$ cat config.mk
export PLATFORM = sky130hd
export DESIGN_NAME = bblt_ctrl
export DESIGN_NICKNAME = d
export VERILOG_FILES = /design/src/bblt_pkg.sv /design/src/bblt_ctrl.sv
export SDC_FILE = /design/constraint.sdc
export NUM_CORES = 1
export LEC_CHECK = 0
export BUFFER_PORTS_ARGS = -buffer_cell sky130_fd_sc_hd__buf_2
export CAP_MARGIN = 20
export CORE_AREA = 3 3 40 42
export CTS_BUF_LIST = sky130_fd_sc_hd__clkbuf_16
export DETAILED_ROUTE_END_ITERATION = 7
export DIE_AREA = 0 0 43 45
export SYNTH_ARGS = -nofsm -noshare
export SYNTH_HDL_FRONTEND = slang
export SYNTH_SLANG_ARGS = --single-unit
$ cat constraint.sdc
create_clock -name clk_i -period 1.6 [get_ports clk_i]
set_input_delay 0.24 -clock clk_i [delete_from_list [all_inputs] [get_ports clk_i]]
set_output_delay 0.24 -clock clk_i [all_outputs]
set_load 0.005 [all_outputs]
$ cat src/bblt_pkg.sv
// Shared types and constants for the byte-budget LRU tile tracker.
package bblt_pkg;

  localparam int ENTRIES = 16;
  localparam int CLIENTS = 8;
  localparam int IDX_W   = $clog2(ENTRIES);
  localparam int CNT_W   = $clog2(ENTRIES + 1);
  localparam int CL_W    = $clog2(CLIENTS);
  localparam int APP_W   = 4;
  localparam logic [31:0] MAX_BYTES_RST = 32'd83886080;

  localparam logic [2:0] K_LOOKUP = 3'd0;
  localparam logic [2:0] K_INSERT = 3'd1;
  localparam logic [2:0] K_REMOVE = 3'd2;
  localparam logic [2:0] K_DELETE = 3'd3;
  localparam logic [2:0] K_CREATE = 3'd4;

  typedef enum logic [2:0] {
    ST_DONE     = 3'd0,
    ST_MISS     = 3'd1,
    ST_NOCLIENT = 3'd2,
    ST_TOOBIG   = 3'd3,
    ST_NOFREE   = 3'd4,
    ST_EVICT    = 3'd5
  } status_e;

  typedef enum logic [3:0] {
    OP_NONE, OP_LATCH, OP_REPLY, OP_CREATE, OP_HIT, OP_REMOVE,
    OP_DROP_DUP, OP_SCAN, OP_KILL, OP_EVICT, OP_PLACE
  } dp_op_e;

  typedef enum logic [2:0] {
    S_IDLE, S_DECODE, S_SCAN, S_KILL, S_EVICT, S_PLACE
  } state_e;

  typedef struct packed {
    dp_op_e  op;
    status_e st;
  } dp_cmd_t;

  typedef struct packed {
    logic       out_free;
    logic [2:0] kind;
    logic       client_ok;
    logic       hit;
    logic       too_big;
    logic       over;
    logic       empty;
    logic       full;
    logic       scan_last;
  } dp_stat_t;

endpackage

$ cat src/bblt_ctrl.sv
// Request sequencer for the tile tracker.
module bblt_ctrl (
  input  logic              clk_i,
  input  logic              rst_ni,
  input  logic              in_valid_i,
  output logic              in_stall_o,
  input  bblt_pkg::dp_stat_t stat_i,
  output bblt_pkg::dp_cmd_t  cmd_o
);
  import bblt_pkg::*;

  state_e state_q, state_d;

  always_ff @(posedge clk_i or negedge rst_ni) begin
    if (!rst_ni) state_q <= S_IDLE;
    else         state_q <= state_d;
  end

  always_comb begin
    state_d = state_q;
    unique case (state_q)
      S_IDLE: if (in_valid_i) state_d = S_DECODE;
      S_DECODE: begin
        if (stat_i.out_free) begin
          if (stat_i.kind == K_DELETE && stat_i.client_ok) state_d = S_SCAN;
          else if (stat_i.kind == K_INSERT && stat_i.client_ok && !stat_i.too_big)
            state_d = S_EVICT;
          else state_d = S_IDLE;
        end
      end
      S_SCAN: if (stat_i.scan_last) state_d = S_KILL;
      S_KILL: if (stat_i.out_free) state_d = S_IDLE;
      S_EVICT: begin
        if (stat_i.over && !stat_i.empty) state_d = S_EVICT;
        else if (!stat_i.full) state_d = S_PLACE;
        else if (stat_i.out_free) state_d = S_PLACE;
      end
      S_PLACE: if (stat_i.out_free) state_d = S_IDLE;
      default: state_d = S_IDLE;
    endcase
  end

  always_comb begin
    cmd_o.op   = OP_NONE;
    cmd_o.st   = ST_DONE;
    in_stall_o = (state_q != S_IDLE);
    unique case (state_q)
      S_IDLE: if (in_valid_i) cmd_o.op = OP_LATCH;
      S_DECODE: begin
        if (stat_i.out_free) begin
          if (stat_i.kind == K_CREATE) begin
            cmd_o.op = OP_CREATE;
          end else if (stat_i.kind > K_CREATE) begin
            cmd_o.op = OP_NONE;
          end else if (!stat_i.client_ok) begin
            cmd_o.op = OP_REPLY;
            cmd_o.st = ST_NOCLIENT;
          end else if (stat_i.kind == K_LOOKUP || stat_i.kind == K_REMOVE) begin
            if (stat_i.hit) begin
              cmd_o.op = (stat_i.kind == K_LOOKUP) ? OP_HIT : OP_REMOVE;
            end else begin
              cmd_o.op = OP_REPLY;
              cmd_o.st = ST_MISS;
            end
          end else if (stat_i.kind == K_INSERT) begin
            if (stat_i.too_big) begin
              cmd_o.op = OP_REPLY;
              cmd_o.st = ST_TOOBIG;
            end else if (stat_i.hit) begin
              cmd_o.op = OP_DROP_DUP;
            end
          end
        end
      end
      S_SCAN: cmd_o.op = OP_SCAN;
      S_KILL: if (stat_i.out_free) cmd_o.op = OP_KILL;
      S_EVICT: begin
        // evict for budget first, then once more if the table is full
        if (stat_i.out_free && ((stat_i.over && !stat_i.empty) || stat_i.full))
          cmd_o.op = OP_EVICT;
      end
      S_PLACE: if (stat_i.out_free) cmd_o.op = OP_PLACE;
      default: cmd_o.op = OP_NONE;
    endcase
  end

endmodule

## Word-level counts from Yosys, hierarchy flattened

Cells that the tools add are included.

- Equality and inequality tests: 14
- Order comparisons: 1
- Reduce and logical (&&, ||, !) cells: 14
- Mux-type cells: 30

Operators by type and width:

| cell | count |
|---|---|
| $mux 3 | 14 |
| $mux 7 | 4 |
| $mux 4 | 6 |
| $pmux 4 s6 | 1 |
| $pmux 3 s5 | 1 |
| $eq 3x2->1 const B | 4 |
| $eq 3x3->1 const B | 3 |
| $eq 3x1->1 const B | 2 |
| $logic_not 3->1 | 2 |
| $ne 2x2->1 const B | 3 |
| $logic_and 1x1->1 | 5 |
| $reduce_and 5->1 | 1 |
| $ne 4x4->1 const B | 1 |
| $gt 3x3->1 const B | 1 |
| $mux 1 | 3 |
| $reduce_bool 3->1 | 1 |
| $logic_not 1->1 | 2 |
| $logic_or 1x1->1 | 2 |
| $mux 2 | 1 |
| $ne 2x1->1 const B | 1 |
| $reduce_or 2->1 | 1 |

- Output and inout bits: 8
- Bits in registers: 3
- Logic and storage cells: 60
- Bits of input ports: 14

## Longest topological paths before layout

Gate-level depths: netlist of run 1.

- Depth after elaboration: 9
- Mapped depth: 5
- Mapped depth without buffers: 4

## Least setup slack after synthesis of run 1

Ideal clock, no wire load.

- Path kind: reg2out
- Start: register state_q[0]
- End: output cmd_o[0] in the netlist's numbering
- Arrival: 1,142 ps
- Setup slack: 218 ps
- Buffers on the path: 0
- Stages on the path, launching flop included: 4
- Data required time: 1,360 ps
- Cells stage by stage: dfrtp_1 > nand2_2 > or3_4 > and4bb_1

RTL lines:

| what | line | text |
|---|---|---|
| start, declared | bblt_ctrl.sv:12 | `state_e state_q, state_d;` |
| start signal, assigned | bblt_ctrl.sv:16 | `else state_q <= state_d;` |
| end, declared | bblt_ctrl.sv:8 | `output bblt_pkg::dp_cmd_t cmd_o` |

==> results of run 1 <==
-- critical path, delay by kind of cell (launching register included) --
family                 cells  cell delay (ps)
buffers and inverters      1              110
flip-flops                 1              350
AND/OR/NAND/NOR            3              690
-- synthesized netlist by cell type (2+ instances only) --
library cell	n	area [µm²]
nand2_1	3	11.3
a21oi_1	5	25.0
clkbuf_1	2	7.51
o21ai_0	5	25.0
nand4_1	2	12.5
nor2b_1	5	31.3
o31ai_1	2	15.0
dfrtp_1	3	75.1
nor3_1	4	20.0
nand2b_1	2	12.5
-- layout make-up --
type | count | area (µm²)
tap | 15 | 18.8
timing repair buffer | 25 | 140
sequential | 3 | 76.3
clock buffer | 3 | 75.1
multi-input combinational | 46 | 309
inverter | 1 | 3.75
clock inverter | 1 | 3.75
fill | 139 | 658
-- worst max-delay path by stage --
stage / start / depth (start not counted) / slack, ps / end
3_5_place_dp: stat_i[10] / 5 / 170 / cmd_o[1]
4_1_cts: state_q[0] / 4 / -8 / cmd_o[0]
6_report: state_q[0] / 4 / -0.02 / cmd_o[0]
3_3_place_gp: stat_i[10] / 5 / 180 / cmd_o[0]
5_1_grt: state_q[0] / 4 / -40 / cmd_o[0]
2_1_floorplan: state_q[0] / 3 / 220 / cmd_o[0]
-- kinds of logic (layout without fill, tap and decap cells) --
logic type             after synthesis  in the layout
other                                1              1
flip-flops                           3              3
AND/OR/NAND/NOR                     25             25
AO/OA/AOI/OAI                       19             19
buffers and inverters                5             30
multiplexers                         1              1
-- per-stage QoR --
| stage | setup TNS (ps) | worst slack [ps] | area [µm²] | util |
|---|---|---|---|---|
| final | -0.0184 | -0.0184 | 627 | 0.488 |
| after global routing | -96.2 | -40.1 | 627 | 0.488 |
| after CTS | -7.58 | -7.58 | 613 | 0.477 |
| after detailed placement | 0 | 174 | 512 | 0.398 |
| after global placement | 0 | 175 | 512 | 0.398 |
| after floorplan | 0 | 218 | 390 | - |
-- power breakdown --
group	internal (mW)	leakage, nW	switching (mW)
sequential	0.0865	0.0374	0.00805
clock	0.322	0.0423	0.0631
combinational	0.0957	0.207	0.0921
-- repair_timing --
action,CTS,global route
cloned,0,0
pin swaps,3,2
gates resized for setup,1,4
setup endpoints to repair,3,5
buffers inserted,1,0
hold buffers,1,0
endpoints found under the hold margin,3,0
-- layer usage --
layer / up-vias / wire length (µm)
met1: 223 / 505
met3: 0 / 22
met2: 6 / 586
met4: 0 / 0
met5: - / 0
li1: 254 / -
==> results.md, run 1 <==
* Complex-gate fraction of the synthesized area at 0.304
* RR Endpoint: state_q[0]
* Total CTS buffers at 3
* Vias in the first global route at 422
* Critical path capture point type: output pin
* Endpoints failing hold at 0
* Clock period minus worst slack at 1600 ps
* Via count at 483
* CP Class: reg2out
* Reg-to-reg startpoint: state_q[1]
* Routed WL at approximately 1.1 mm
* # IOs at 22
* Area grow syn2layout at 60.6%
* Max reg flops at 3
* ANT cells at 0
* Initial antenna violation count at 0
* Yosys cell types at 31
* Failing checks: negative setup slack
* Worst reg2reg setup slack at roughly 300 ps
* Die Y at between 40 and 50 µm
* CP max FO at 3
* Nets at 94
* Slowest CP cell: or3_4
* Crit path launch type: register
* Reg with most FFs: state_q
* Final non-filler cell total at 94
* Synthesized cell area at about 390 µm²
* Mapped Nets at around 70
* WP data arrival at between 1000 and 1500 ps
* Post-synth EDFFs at 0
* Gr busiest metal: met2
* Final WS setup at -0.0184 ps
* XOR/XNOR Fraction of Synth Area at 0
* Core ar. at about 1300 µm²
* Site row count at 13
* Post-Syn Instances at 54
* Maximum vdd drop at between 0.7 and 0.8 mV
* Fmax at between 600 and 700 MHz
* FF-to-FF path depth at 4
* Max-cap violations at 0
* Clock transition at path regs at approximately 30 ps
* Peak per-stage delay on the critical path at 380 ps
* RSZ-0062 raised after global routing: true
* Die area at 1940 µm²
* Yosys warns at 0
* CTS tree: done
* Tot GR Track Use at 0.127
* Overflow after GRT at 0
* M3 GR Usage at 0.0398
* Max Clock Skew at between 0.4 and 0.5 ps
* CTS max path bufs at 2
* Largest registers: state_q (3)
* Initial Utilization at 0.304
* Placed cells at just under 90
* Number of port buffers at 20
* Most common cell after layout, fill and taps aside: buf_2
* PD cells at about 1100 nW/µm²
* GP Congestion at between 0.7 and 0.8
* Post-Synth Simple-Gate Area at 0.404
* Total power at 0.667 mW
* Largest family of logic cells by synthesized area: simple AND/OR/NAND/NOR gates
* Leak at 0.287 nW
* Sequential area share after synthesis at 0.192
* DRT iter0 DRCs at 14
* Mean post-synth cell area at between 7 and 8 µm²
* DRC at 0
* Dpl hpwl at about 810 µm
* Post-Synth Adder-Cell Area at 0
* Worst min path class: in2async
* First-pass GRT wire length at 1.82 mm
* H-tree lvl count at 1
* Met2 usage at 0.201
* Largest net degree at the start of global routing at 13
* Chip Width at about 43 µm
* First-pass detailed-route iteration total at 4
* Layout cells sized above 1 at 0.443
* Root Driver: clkbuf_16
* Final hold slack at about 350 ps
* Drt wl/cell at between 10 and 15 µm
* FF+latch count, synth at 3
* WP data required at ~1400 ps
* Detail Route Antenna Nets at 0
* Grt met1 use at 0.153
* Mux share of post-synthesis cell area at 0.0288
* Synth async-reset ratio at 1.00
* Slew Viols, Final at 0
* Post-synth top flop: dfrtp_1
* Critical path cell sequence: nand2_2, or3_4, and4bb_1, buf_2
* Count of final setup violators at 1
* Most frequent cells in the layout: buf_2, nor2b_1, o21ai_0, a21oi_1, buf_4
* Worst skew pair latency at between 200 and 250 ps
* Status: finished, violations left
* Fin crit share at 1.00
* Clock Sinks at 3
* Vias/cell at between 5 and 6
Power figures use the tool's default switching activity.
==> run 2, diff against run 1 <==
- clock period: 1.6 -> 2 ns (I/O delays scaled with it)
==> run 2 against run 1 <==
The run now ends clean. Largest cell class unchanged. First-iteration DRC count shrank 79%. Sequential share of layout area grew 0.81 points. Final cell count shrank 4.3%. Final area shrank 7.8%. Non-clock buffer count shrank 4. Largest power group unchanged. Highest routed layer unchanged. Core utilization shrank 3.8 points.
==> results.md, run 2 (same netlist as run 1, synthesis figures left out) <==
* Status: complete, no violations
* Max reg flops at 3
* CP max FO at 8
* Worst reg2reg setup slack at around 650 ps
* Worst skew pair latency at ~220 ps
* Max-cap violations at 0
* WP data required at about 1700 ps
* First-pass detailed-route iteration total at 4
* Clock transition at path regs at 30 ps
* PD cells at 873 nW/µm²
* Post-CTS Setup Bufs at 0
* Count of final setup violators at 0
* CTS resizes at 0
* Most common cell after layout, fill and taps aside: buf_2
* Worst min path class: in2async
* Drt wl/cell at between 10 and 15 µm
* Vias/cell at 5.11
* Number of port buffers at 20
* Critical path capture point type: output pin
* DRC at 0
* Vias in the first global route at approximately 420
* Fin crit share at 0.925
* Routed WL at just over 1 mm
* H-tree lvl count at 1
* Largest registers: state_q (3)
* Slew Viols, Final at 0
* RSZ-0062 raised after global routing: false
* Hold buffers post-CTS at 1
* Fmax at about 540 MHz
* Core ar. at about 1300 µm²
* Reg-to-reg startpoint: state_q[1]
* Reg with most FFs: state_q
* Clock period minus worst slack at roughly 1900 ps
* Nets at 90
* Dpl hpwl at 782 µm
* Tot GR Track Use at 0.115
* DRT iter0 DRCs at 3
* Initial Utilization at 0.304
* Setup TNS at 0 ps
* GP Congestion at roughly 0.75
* CTS max path bufs at 2
* Via count at 460
* CP Class: reg2out
* Clock Sinks at 3
* # IOs at 22
* Die area at ~1900 µm²
* Max Clock Skew at 0.896 ps
* Crit path launch type: register
* Detail Route Antenna Nets at 0
* Root Driver: clkbuf_16
* Initial antenna violation count at 0
* Chip Width at approximately 43 µm
* Largest net degree at the start of global routing at 14
* Layout cells sized above 1 at 0.347
* RR Endpoint: state_q[0]
* FF-to-FF path depth at 3
* Endpoints failing hold at 0
* Maximum vdd drop at 0.581 mV
* CTS tree: done
* Most frequent cells in the layout: buf_2, nor2b_1, o21ai_0, a21oi_1, nor3_1
* Site row count at 13
* Area grow syn2layout at 48.1%
* Total CTS buffers at 3
* Overflow after GRT at 0
* Total power at a little over 0.5 mW
* Die Y at about 45 µm
* WP data arrival at ~1600 ps
* First-pass GRT wire length at about 1.7 mm
* Leak at 0.266 nW
* ANT cells at 0
run 2: cell types whose count changed in the layout (fill, tap and decap cells not counted):
cell      previous run  this run
a211oi_1             0         1
a211oi_2             1         0
buf_4                4         0
dfrtp_1              2         3
dfrtp_2              1         0
nor2_1               0         1
nor2_2               1         0
nor3_1               3         4
nor3_2               1         0
o31ai_1              1         2
o31ai_2              1         0
run 2: cell type report:
class | count | area [µm²]
clock buffer | 3 | 75.1
clock inverter | 1 | 3.75
fill | 136 | 707
inverter | 1 | 3.75
multi-input combinational | 46 | 292
sequential | 3 | 75.1
tap | 15 | 18.8
timing repair buffer | 21 | 110
run 2: worst max-delay path by stage:
stage	endpoint	depth (start not counted)	start	slack (ps)
2_1_floorplan	cmd_o[0]	3	state_q[0]	560
3_3_place_gp	cmd_o[0]	4	state_q[0]	380
3_5_place_dp	cmd_o[0]	4	state_q[0]	380
4_1_cts	cmd_o[0]	4	state_q[0]	140
5_1_grt	cmd_o[3]	4	state_q[0]	40
6_report	cmd_o[0]	4	state_q[0]	150
run 2: critical path, stage by stage, from the launching register on:
cell	delay (ps)
dfrtp_1	460
nand2_2	150
or3_4	360
and4bb_1	260
buf_2	100
run 2: metrics by stage:
stage                     hold WS (ps)  worst slack [ps]  std cells  utilization  cell area, µm²
after CTS                          409               142         90        0.450             578
after global routing               411              44.6         90        0.450             578
after floorplan                   4.41               558         54            -             390
final                              403               149         90        0.450             578
after global placement            96.1               377         85        0.381             489
after detailed placement          95.7               376         85        0.381             489
run 2: routing by layer:
metal,up-vias,part of all wire,wire [µm],GRT usage
li1,244,-,-,-
met2,6,0.52,521,0.192
met1,210,0.45,456,0.135
met4,0,0,0,0.0542
met3,0,0.031,31,0.0359
met5,-,0,0,0
run 2: where the power goes:
| group | switching (mW) | internal, mW | total (mW) | leakage [nW] |
|---|---|---|---|---|
| Combinational | 0.0526 | 0.0598 | 0.112 | 0.185 |
| Clock | 0.0470 | 0.257 | 0.304 | 0.0423 |
| Sequential | 0.0193 | 0.0687 | 0.0881 | 0.0390 |
==> run 3, diff against run 2 <==
- CORE_AREA: 3 3 40 42 -> 2 2 39 41
- DIE_AREA: 0 0 43 45 -> 0 0 41 43
- RECOVER_POWER: unset -> 25
- SKIP_LAST_GASP: unset -> 1
==> run 3 against run 2 <==
Worst setup slack better by 6.3 ps. Highest routed layer unchanged. Final area did not move. Largest power group unchanged. Critical endpoint unchanged. Fmax grew 0.34%. Core utilization decreased by 3.2 points. Via count up 0.22%. Register-to-register slack better by 20 ps. Final cell count rose by 1.1%. Clock skew barely moved. Largest cell class unchanged. Wire length fell by 5.8%.
==> results.md, run 3 (same netlist as run 1, synthesis figures left out) <==
* Clock transition at path regs at roughly 30 ps
* Nets at 90
* Vias/cell at ~5.1
* Die area at ~1800 µm²
* Initial Utilization at 0.282
* RR Endpoint: state_q[0]
* Vias in the first global route at approximately 380
* Routed WL at approximately 950 µm
* Via count at ~460
* Clock Sinks at 3
* Total power at 0.507 mW
* CTS tree: done
* Fmax at between 500 and 600 MHz
* Status: complete, no violations
* Detail Route Antenna Nets at 0
* Fin crit share at 0.922
* Worst min path class: in2async
* WP data required at 1700 ps
* DRT iter0 DRCs at 11
* H-tree lvl count at 1
* Post-CTS Setup Bufs at 0
* Overflow after GRT at 0
* Site row count at 14
* First-pass detailed-route iteration total at 6
* CP Class: reg2out
* CTS max path bufs at 2
* Worst reg2reg setup slack at roughly 670 ps
* Largest registers: state_q (3)
* Max-cap violations at 0
* Drt wl/cell at roughly 10 µm
* Slew Viols, Final at 0
* Chip Width at between 40 and 50 µm
* CP max FO at 8
* Largest net degree at the start of global routing at 14
* GP Congestion at roughly 0.72
* Critical path capture point type: output pin
* DRC at 0
* Leak at 0.263 nW
* Dpl hpwl at 733 µm
* Endpoints failing hold at 0
* Critical Path End: cmd_o[0]
* Reg-to-reg startpoint: state_q[1]
* Total CTS buffers at 3
* Placed cells at between 80 and 90
* Critical Path Start: state_q[0]
* Layout cells sized above 1 at 0.333
* Initial antenna violation count at 0
* Max Clock Skew at approximately 0.49 ps
* Worst skew pair latency at ~220 ps
* ANT cells at 0
* RSZ-0062 raised after global routing: false
* Number of port buffers at 20
* Die Y at 43 µm
* Tot GR Track Use at 0.123
* Core ar. at 1380 µm²
* Root Driver: clkbuf_16
* Maximum vdd drop at ~0.54 mV
* First-pass GRT wire length at roughly 1.5 mm
* Area grow syn2layout at 48.1%
* WP data arrival at 1540 ps
* # IOs at 22
* Clock period minus worst slack at between 1500 and 2000 ps
* Count of final setup violators at 0
* FF-to-FF path depth at 3
* Final non-filler cell total at 91
* CTS resizes at 0
* Crit path launch type: register
* Core Util, Final at 0.418
* Reg with most FFs: state_q
* Most frequent cells in the layout: buf_2, nor2b_1, o21ai_0, a21oi_1, nor3_1
* Most common cell after layout, fill and taps aside: buf_2
* Max reg flops at 3
* PD cells at roughly 880 nW/µm²
* Setup TNS at 0 ps
## run 3: changes by cell type in the layout (fill, tap and decap cells not counted)
cell / change
clkbuf_1: +1
buf_2: -1
## run 3: layer usage
| metal | vias to the layer above | GRT usage | part of all wire |
|---|---|---|---|
| li1 | 244 | - | - |
| met1 | 200 | 0.169 | 0.47 |
| met5 | - | 0 | 0 |
| met2 | 17 | 0.147 | 0.46 |
| met4 | 0 | 0.0800 | 0 |
| met3 | 0 | 0.0576 | 0.064 |
## run 3: final cells by class
class / instances / area (µm²)
fillers: 129 / 806
multi-input cells: 46 / 292
repair buffers: 21 / 109
flip-flops and latches: 3 / 75.1
clock buffers: 3 / 75.1
well taps: 16 / 20.0
clock inverters: 1 / 3.75
inverters: 1 / 3.75
## run 3: what timing repair did
| action | CTS | global route |
|---|---|---|
| hold buffers | 1 | 0 |
| endpoints found under the hold margin | 3 | 0 |
| endpoints found under the setup margin | 0 | 0 |
## run 3: where the power goes
part / switching [mW] / internal (mW)
Clock: 0.0513 / 0.257
Sequential: 0.0183 / 0.0687
Combinational: 0.0513 / 0.0596
## run 3: how the worst min path moves through the flow
stage          startpoint          to  slack, ps  depth (start not counted)
2_1_floorplan      rst_ni  state_q[0]          4                          0
3_3_place_gp       rst_ni  state_q[0]        100                          1
3_5_place_dp       rst_ni  state_q[0]        100                          1
4_1_cts            rst_ni  state_q[0]        400                          2
5_1_grt            rst_ni  state_q[2]        440                          2
6_report           rst_ni  state_q[0]        410                          2
## run 3: stage by stage
stage | hold slack [ps] | area (µm²) | worst slack, ps
2_1_floorplan | 4.41 | 390 | 558
3_3_place_gp | 96.0 | 490 | 393
3_5_place_dp | 96.9 | 490 | 385
4_1_cts | 397 | 579 | 145
5_1_grt | 442 | 578 | 69.1
6_report | 409 | 578 | 156
## run 3: critical path, stage by stage (launching register included)
cell and delay [ps]:
dfrtp_1 450, nand2_2 140, or3_4 360, and4bb_1 260, buf_2 110
